[config.mk]
export PLATFORM = sky130hd
export DESIGN_NAME = multi_button_debouncer_unit
export DESIGN_NICKNAME = d
export VERILOG_FILES = /design/src/hw/rtl/mbd_pkg.sv /design/src/hw/rtl/mbd_lane.sv /design/src/hw/rtl/mbd_merge.sv /design/src/hw/rtl/multi_button_debouncer_unit.sv
export SDC_FILE = /design/constraint.sdc
export NUM_CORES = 1
export LEC_CHECK = 0
export BUFFER_PORTS_ARGS = -buffer_cell sky130_fd_sc_hd__buf_2
export CAP_MARGIN = 20
export CORE_MARGIN = 2
export CORE_UTILIZATION = 35
export CTS_BUF_LIST = sky130_fd_sc_hd__clkbuf_16
export DETAILED_ROUTE_END_ITERATION = 6
export SETUP_SLACK_MARGIN = 0.3
export SLEW_MARGIN = 20
export SYNTH_ARGS = -nofsm -noshare
export SYNTH_HDL_FRONTEND = slang
export SYNTH_HIERARCHICAL = 1
export SYNTH_SLANG_ARGS = --single-unit
[constraint.sdc]
create_clock -name i_clk -period 5.8 [get_ports i_clk]
set_input_delay 0.58 -clock i_clk [delete_from_list [all_inputs] [get_ports i_clk]]
set_output_delay 0.58 -clock i_clk [all_outputs]
set_load 0.05 [all_outputs]
[src/hw/rtl/mbd_pkg.sv]
// Shared types, constants and the button-to-bit map of the debouncer.
// No dependencies; imported by every module of the block.
package mbd_pkg;

    localparam int unsigned BUTTONS      = 9;
    localparam int unsigned BYTE_W       = 8;
    localparam int unsigned TIME_W       = 32;
    localparam int unsigned DEBOUNCE_W   = 16;
    localparam int unsigned APB_ADDR_W   = 3;
    localparam int unsigned APB_DATA_W   = 32;

    localparam logic [DEBOUNCE_W-1:0] DEBOUNCE_RESET = DEBOUNCE_W'(12);
    localparam logic [BYTE_W-1:0]     BYTE_MASK      = 8'hFF;

    // register indexes (word address = byte address / 4)
    localparam logic [APB_ADDR_W-3:0] REG_DEBOUNCE = '0;

    // shift byte bit feeding each of buttons 0..7; button 8 is the start pin
    localparam logic [2:0] LANE_BIT [BYTE_W] = '{
        3'd1, 3'd4, 3'd3, 3'd2, 3'd7, 3'd6, 3'd5, 3'd0
    };

    typedef struct packed {
        logic [TIME_W-1:0] now_ms;
        logic [BYTE_W-1:0] shift_byte;
        logic              start_level;
    } t_poll_word;

    typedef struct packed {
        logic [BUTTONS-1:0] held_mask;
        logic [BUTTONS-1:0] press_mask;
        logic [BYTE_W-1:0]  raw_down;
    } t_result_word;

    typedef struct packed {
        logic stable;
        logic press;
    } t_lane_res;

endpackage

[src/hw/rtl/mbd_lane.sv]
// One button's debounce state: candidate, stable level and change time.
// Depends on mbd_pkg.
module mbd_lane (
    input  logic                             i_clk,
    input  logic                             i_rst_n,
    input  logic                             i_accept,
    input  logic                             i_sample,
    input  logic [mbd_pkg::TIME_W-1:0]       i_now_ms,
    input  logic [mbd_pkg::DEBOUNCE_W-1:0]   i_debounce_ms,
    output mbd_pkg::t_lane_res               o_res
);
    import mbd_pkg::*;

    logic              r_cand, n_cand;
    logic              r_stable, n_stable;
    logic [TIME_W-1:0] r_time, n_time;
    logic [TIME_W-1:0] elapsed;
    logic              changed;
    logic              settle;

    assign changed = i_sample != r_cand;
    // wraps modulo 2^32, so a backward timestamp reads as a long hold
    assign elapsed = i_now_ms - r_time;
    assign settle  = !changed && (i_sample != r_stable)
                     && (elapsed >= {{(TIME_W-DEBOUNCE_W){1'b0}}, i_debounce_ms});

    always_comb begin
        n_cand   = r_cand;
        n_stable = r_stable;
        n_time   = r_time;
        if (i_accept) begin
            if (changed) begin
                n_cand = i_sample;
                n_time = i_now_ms;
            end else if (settle) begin
                n_stable = i_sample;
            end
        end
    end

    assign o_res.stable = n_stable;
    assign o_res.press  = settle && i_sample;

    always_ff @(posedge i_clk) begin
        if (!i_rst_n) begin
            r_cand   <= 1'b0;
            r_stable <= 1'b0;
            r_time   <= '0;
        end else begin
            r_cand   <= n_cand;
            r_stable <= n_stable;
            r_time   <= n_time;
        end
    end

endmodule

[src/hw/rtl/mbd_merge.sv]
// Gathers the lane results into one result word held in an output register.
// Depends on mbd_pkg.
module mbd_merge (
    input  logic                         i_clk,
    input  logic                         i_rst_n,
    input  logic                         i_accept,
    input  mbd_pkg::t_lane_res           i_lane [mbd_pkg::BUTTONS],
    input  logic [mbd_pkg::BYTE_W-1:0]   i_raw_down,
    input  logic                         i_out_ready,
    output logic                         o_in_ready,
    output logic                         o_out_valid,
    output mbd_pkg::t_result_word        o_out
);
    import mbd_pkg::*;

    logic         r_valid;
    t_result_word r_word, n_word;

    always_comb begin
        n_word.raw_down = i_raw_down;
        for (int i = 0; i < BUTTONS; i++) begin
            n_word.held_mask[i]  = i_lane[i].stable;
            n_word.press_mask[i] = i_lane[i].press;
        end
    end

    // a waiting word leaving this cycle frees the register for the next one
    assign o_in_ready  = !r_valid || i_out_ready;
    assign o_out_valid = r_valid;
    assign o_out       = r_word;

    always_ff @(posedge i_clk) begin
        if (!i_rst_n) begin
            r_valid <= 1'b0;
        end else if (i_accept) begin
            r_valid <= 1'b1;
        end else if (i_out_ready) begin
            r_valid <= 1'b0;
        end
    end

    always_ff @(posedge i_clk) begin
        if (i_accept) begin
            r_word <= n_word;
        end
    end

endmodule

[src/hw/rtl/multi_button_debouncer_unit.sv]
// Top level of the nine-button timestamp debouncer: APB register, lanes, merge.
// Depends on mbd_pkg, mbd_lane and mbd_merge.
//
// Usage:
//   Poll channel (i_in_valid / o_in_ready, payload i_poll): one word per poll
//   carrying the millisecond timestamp, the raw active-low shift byte and the
//   active-low start pin level.
//   Result channel (o_out_valid / i_out_ready, payload o_out): one word per
//   poll with the debounced held mask, the press pulses of that poll and the
//   inverted shift byte.
//   Latency: the result is valid the cycle after the poll is taken.
//   Throughput: one poll per cycle unless stalled. Nine lanes each do a 32-bit
//   subtract and compare in parallel; the single output register sets the rate.
//   Stall: while a result waits, a new poll is still taken if the receiver
//   takes the waiting word in the same cycle; otherwise o_in_ready drops.
//   Reset: synchronous, active low. All levels and change times clear to
//   zero, debounce_ms returns to 12 ms and the output register empties.
//   Register: debounce_ms at byte address 0 (16 bits, read back on prdata).
//   Write it only while no poll is in flight.
module multi_button_debouncer_unit (
    input  logic                               i_clk,
    input  logic                               i_rst_n,
    // poll channel
    input  logic                               i_in_valid,
    output logic                               o_in_ready,
    input  mbd_pkg::t_poll_word                i_poll,
    // result channel
    output logic                               o_out_valid,
    input  logic                               i_out_ready,
    output mbd_pkg::t_result_word              o_out,
    // APB register port
    input  logic                               psel,
    input  logic                               penable,
    input  logic                               pwrite,
    input  logic [mbd_pkg::APB_ADDR_W-1:0]     paddr,
    input  logic [mbd_pkg::APB_DATA_W-1:0]     pwdata,
    output logic [mbd_pkg::APB_DATA_W-1:0]     prdata,
    output logic                               pready
);
    import mbd_pkg::*;

    logic [DEBOUNCE_W-1:0] r_debounce;
    logic                  cfg_write;
    logic                  sel_debounce;
    logic                  accept;
    logic [BYTE_W-1:0]     raw_down;
    logic                  start_down;
    logic [BUTTONS-1:0]    sample;
    t_lane_res             lane_res [BUTTONS];

    // ---- register port: zero wait states, word aligned
    assign pready       = 1'b1;
    assign sel_debounce = paddr[APB_ADDR_W-1:2] == REG_DEBOUNCE;
    assign cfg_write    = psel && penable && pwrite && pready && sel_debounce;
    assign prdata       = sel_debounce
                          ? {{(APB_DATA_W-DEBOUNCE_W){1'b0}}, r_debounce} : '0;

    always_ff @(posedge i_clk) begin
        if (!i_rst_n) begin
            r_debounce <= DEBOUNCE_RESET;
        end else if (cfg_write) begin
            r_debounce <= pwdata[DEBOUNCE_W-1:0];
        end
    end

    // ---- input decode: invert active-low levels, then route bits to buttons
    assign accept     = i_in_valid && o_in_ready;
    assign raw_down   = ~i_poll.shift_byte & BYTE_MASK;
    assign start_down = !i_poll.start_level;

    always_comb begin
        for (int i = 0; i < BYTE_W; i++) begin
            sample[i] = raw_down[LANE_BIT[i]];
        end
        sample[BUTTONS-1] = start_down;
    end

    // ---- one lane per button, all stepping on the same poll
    for (genvar g = 0; g < BUTTONS; g++) begin : g_lane
        mbd_lane u_lane (
            .i_clk         (i_clk),
            .i_rst_n       (i_rst_n),
            .i_accept      (accept),
            .i_sample      (sample[g]),
            .i_now_ms      (i_poll.now_ms),
            .i_debounce_ms (r_debounce),
            .o_res         (lane_res[g])
        );
    end

    // ---- merge lane outcomes into the registered result word
    mbd_merge u_merge (
        .i_clk       (i_clk),
        .i_rst_n     (i_rst_n),
        .i_accept    (accept),
        .i_lane      (lane_res),
        .i_raw_down  (raw_down),
        .i_out_ready (i_out_ready),
        .o_in_ready  (o_in_ready),
        .o_out_valid (o_out_valid),
        .o_out       (o_out)
    );

endmodule
==> results summary <==
The run finished with clean final reports. The row count is approximately 120. The wire length on met3 is roughly 8000 um.

The initial antenna violation count is 15. The number of endpoints with negative hold slack in the final report is 0. The number of pins exceeding their max-slew limit in the final report is 0. The worst setup path is launched from a flop. Based on the critical path, the design can be clocked at up to 0.195 GHz. The aggregate negative setup slack is 0 ns. The worst hold path belongs to the class primary input to flop. The synthesized netlist cell count is approximately 5200. The share of the synthesized area in the top cell type came out at 0.169. The number of hold buffers added after cts came out at 0. Data arrives at the worst endpoint at about 5.7 ns. TritonCTS created 48 clock buffers. The setup violation total in the final timing report is 0. The fraction of final layout cells with drive strength greater than 1 is 0.0907. The number of routed nets with antenna violations came out at 0. The static leakage power came out at 16.2 nW. In the detailed route, the total length drawn on met2 is 56400 um. Max-cap violations in this run came to 0. For this run the aggregate overflow at the end of global routing stands at 0. The overall power of the completed layout came out at around 9.5 mW.

The total die area is 112000 um2. In the final routing, the length of wire on met1 measures a little under 60000 um. The count of unique library cells instantiated by Yosys came out at 104. The largest net degree at the start of global routing is 148. The most common cell in the synthesized netlist is sky130_fd_sc_hd__nand2_1. The core outline area is approximately 110000 um2. The pre-antenna-repair detailed-routing pass consisted of 7 iterations. The post-synthesis sequential element count is about 350.

The congestion estimate from routability-driven global placement came to between 0.9 and 1. Detailed placement finished with a half-perimeter wire length of 94500 um. The total vias in the final route is about 37000. The worst reg-to-reg path cell count is 23.

Ranked by total cell area, the synthesized netlist is headed by sky130_fd_sc_hd__dfxtp_1, sky130_fd_sc_hd__ha_1, sky130_fd_sc_hd__nand2_1. The mean instance size in the synthesized netlist came out at between 7 and 8 um2. The first global-routing pass estimated 198000 um of wire. The biggest area contributor in the post-synthesis netlist is sky130_fd_sc_hd__dfxtp_1. The data required time of the worst path is ~6.4 ns. Among all flip-flop cells after synthesis, the most frequent one is sky130_fd_sc_hd__dfxtp_1.

The slew at the pin closest to its max-slew limit came out at roughly 1.1 ns. By area, the combinational part of the netlist is dominated by compound AO/OA/AOI/OAI gates. The endpoint type of the worst setup path is a flop.

The critical-path maximum fanout is 4. In this run the clock root is driven by a sky130_fd_sc_hd__clkbuf_16. The initial detailed-routing violation count came out at ~3200. The tree built by TritonCTS fans out to around 350 sinks. CTS built an H-tree with a depth of 2.

The simple-gate portion of the synthesized area came out at 0.248. The number of remaining DRC errors came out at 0. The portion of the clock cycle consumed by the worst path in the final layout came out at 0.886.

The proportion of synthesized chip area in sequential cells came out at 0.190. Across every metal layer, demand over resource in global routing totals 0.223. The post-synthesis compound-gate area fraction came to 0.276. After detailed routing, no signal wire sits above met5. The post-route clock skew came out at 0.0209 ns. The TritonCTS clock tree is built. The total of buffers placed on input and output ports came out at between 100 and 150. The final layout contains 5759 nets. The cell area after technology mapping is 38200 um2. The peak supply drop is approximately 0.2 mV.

In this run, synthesis inferred 26 flip-flops with an integrated enable. In this run the deepest clock path goes through 3 buffers. The routed wire length per instance is between 15 and 20 um. The clock-pin slew of the registers on the worst-case setup and hold paths came out at around 0.06 ns. In the routed layout, each cell is associated on average with a via count of 5.56. The critical path is of the flop to flop type.

Counting instances in the post-synthesis netlist gives the leading cell types as sky130_fd_sc_hd__nand2_1, sky130_fd_sc_hd__inv_1, sky130_fd_sc_hd__ha_1. The area share of xor/xnor cells in the synthesized design is 0.0406. The horizontal die dimension is around 330 um. The number of global-route vias before repair is 34676. The portion of synthesized area spent on multiplexers is 0.0186.

The total number of yosys warnings is 6. After synthesis, the share of flip-flops with an asynchronous set or reset is 0. The depth of the worst hold-timing path came out at 3. The power density relative to cell area is roughly 230 nW/um2. The routed wire length came out at 128000 um. In this run the tightest slew margin relative to its limit is 0.248.

The die boundary height came out at about 330 um. Counting the fill cells in the layout gives 11296. The clock latency reported for the late side of the worst-skew pair came out at about 0.64 ns. The arithmetic-cell share of the synthesized area counting full adders, half adders and majority gates came out at 0.143. The initial utilization of the core area, before any placement, comes to 0.352.

Setup repair after global routing left no endpoint under its margin. The top-level port count is ~140. The synthesis-to-layout area growth is 9.27%. The shortest clock period the worst path allows after layout is approximately 5.1 ns.
[flip-flops by register name, indices dropped and copies added, names as in the netlist]
signal,flops
u_merge/o_out,26
g_lane.u_lane/r_time,288
g_lane.u_lane/r_cand,9
g_lane.u_lane/r_stable,9
u_merge/o_out_valid,1
r_debounce,16
[layer usage]
metal	up-vias	global-route usage
met5	-	0
met2	1066	0.356
met4	4	0.0868
li1	18518	-
met3	216	0.0317
met1	17409	0.301
[report_power, final]
part | total, mW | switching [mW] | leakage (nW) | internal, mW
combinational | 3.84 | 2.36 | 12.5 | 1.47
sequential | 2.65 | 0.0844 | 2.90 | 2.56
clock | 3.00 | 1.26 | 0.787 | 1.74
total | 9.48 | 3.70 | 16.2 | 5.78
[worst paths after layout]
kind                               from                         end  slack (ns)
max          g_lane[7].u_lane/r_time[3]   g_lane[7].u_lane/r_stable        0.66
max reg2reg  g_lane[7].u_lane/r_time[3]   g_lane[7].u_lane/r_stable        0.66
min                          pwdata[15]              r_debounce[15]        0.19
min reg2reg  g_lane[4].u_lane/r_time[9]  g_lane[4].u_lane/r_time[9]        0.46
[worst max-delay path, cell delays in order (launching register included)]
cell and delay (ns):
sky130_fd_sc_hd__dfxtp_1 0.33, sky130_fd_sc_hd__inv_1 0.05, sky130_fd_sc_hd__ha_1 0.33, sky130_fd_sc_hd__and2_1 0.19
sky130_fd_sc_hd__a221oi_1 0.41, sky130_fd_sc_hd__a211oi_1 0.20, sky130_fd_sc_hd__o21ai_0 0.36, sky130_fd_sc_hd__nand2b_1 0.09
sky130_fd_sc_hd__a21oi_1 0.23, sky130_fd_sc_hd__nor2b_1 0.07, sky130_fd_sc_hd__o21ai_0 0.16, sky130_fd_sc_hd__nand2b_1 0.09
sky130_fd_sc_hd__xor2_1 0.15, sky130_fd_sc_hd__ha_1 0.31, sky130_fd_sc_hd__nand4_1 0.12, sky130_fd_sc_hd__a211oi_1 0.09
sky130_fd_sc_hd__and2_2 0.21, sky130_fd_sc_hd__a31o_2 0.21, sky130_fd_sc_hd__a2111o_1 0.37, sky130_fd_sc_hd__nand4bb_1 0.19
sky130_fd_sc_hd__nor4b_2 0.27, sky130_fd_sc_hd__nand4_1 0.19, sky130_fd_sc_hd__or3_1 0.38, sky130_fd_sc_hd__nand3_1 0.09
[layout by cell type, fill, tap and decap left out, drive strengths merged, types with 52 or more instances in the layout]
cell type,netlist,routed
or3,56,56
buf,95,214
ha,423,423
a21o,136,136
nand4,90,90
nand2b,75,75
xnor2,82,82
a211oi,67,67
o211ai,59,59
mux2i,62,62
nand3,125,125
o21ai,200,200
a21boi,313,313
and2,55,55
nand2,936,936
inv,492,500
a21oi,326,326
xor2,95,95
nor3,87,87
clkbuf,150,52
nor2b,65,65
o21a,55,55
nor2,254,254
dfxtp,323,323
[per-stage QoR]
step                      area [um2]  setup slack (ns)   util  instances  hold WS (ns)
after floorplan                38300             0.742      -       5225         0.443
after global placement         40100             0.133  0.370       6608         0.450
after detailed placement       40100            0.0317  0.370       6608         0.457
after CTS                      41700             0.536  0.384       6696         0.156
after global routing           41700             0.305  0.385       6698         0.189
final                          41700             0.659  0.385       6699         0.190
[layout make-up]
type	count	area, um2	share of cell area
timing repair buffer	214	1460	0.0349
antenna	3	7.51	0.000180
clock inverter	36	265	0.00635
multi-input combinational	4139	27800	0.667
sequential	349	7250	0.174
tap	1414	1770	0.0424
clock buffer	52	1300	0.0312
inverter	492	1850	0.0442
[kinds of logic (layout without fill, tap and decap cells)]
| kind of cell | after synthesis | count (layout) |
|---|---|---|
| AND/OR/NAND/NOR | 1951 | 1951 |
| AO/OA/AOI/OAI | 1492 | 1492 |
| buffers and inverters | 737 | 794 |
| adder cells (fa/ha/maj) | 432 | 432 |
| flip-flops | 349 | 349 |
| XOR/XNOR | 177 | 177 |
| multiplexers | 70 | 70 |
| other | 2 | 20 |
[what timing repair did]
item	in CTS	in global routing
setup endpoints to repair	0	15
buffers inserted	0	0
resized for setup	0	12
Note: power is estimated with default switching activity, not from simulation.
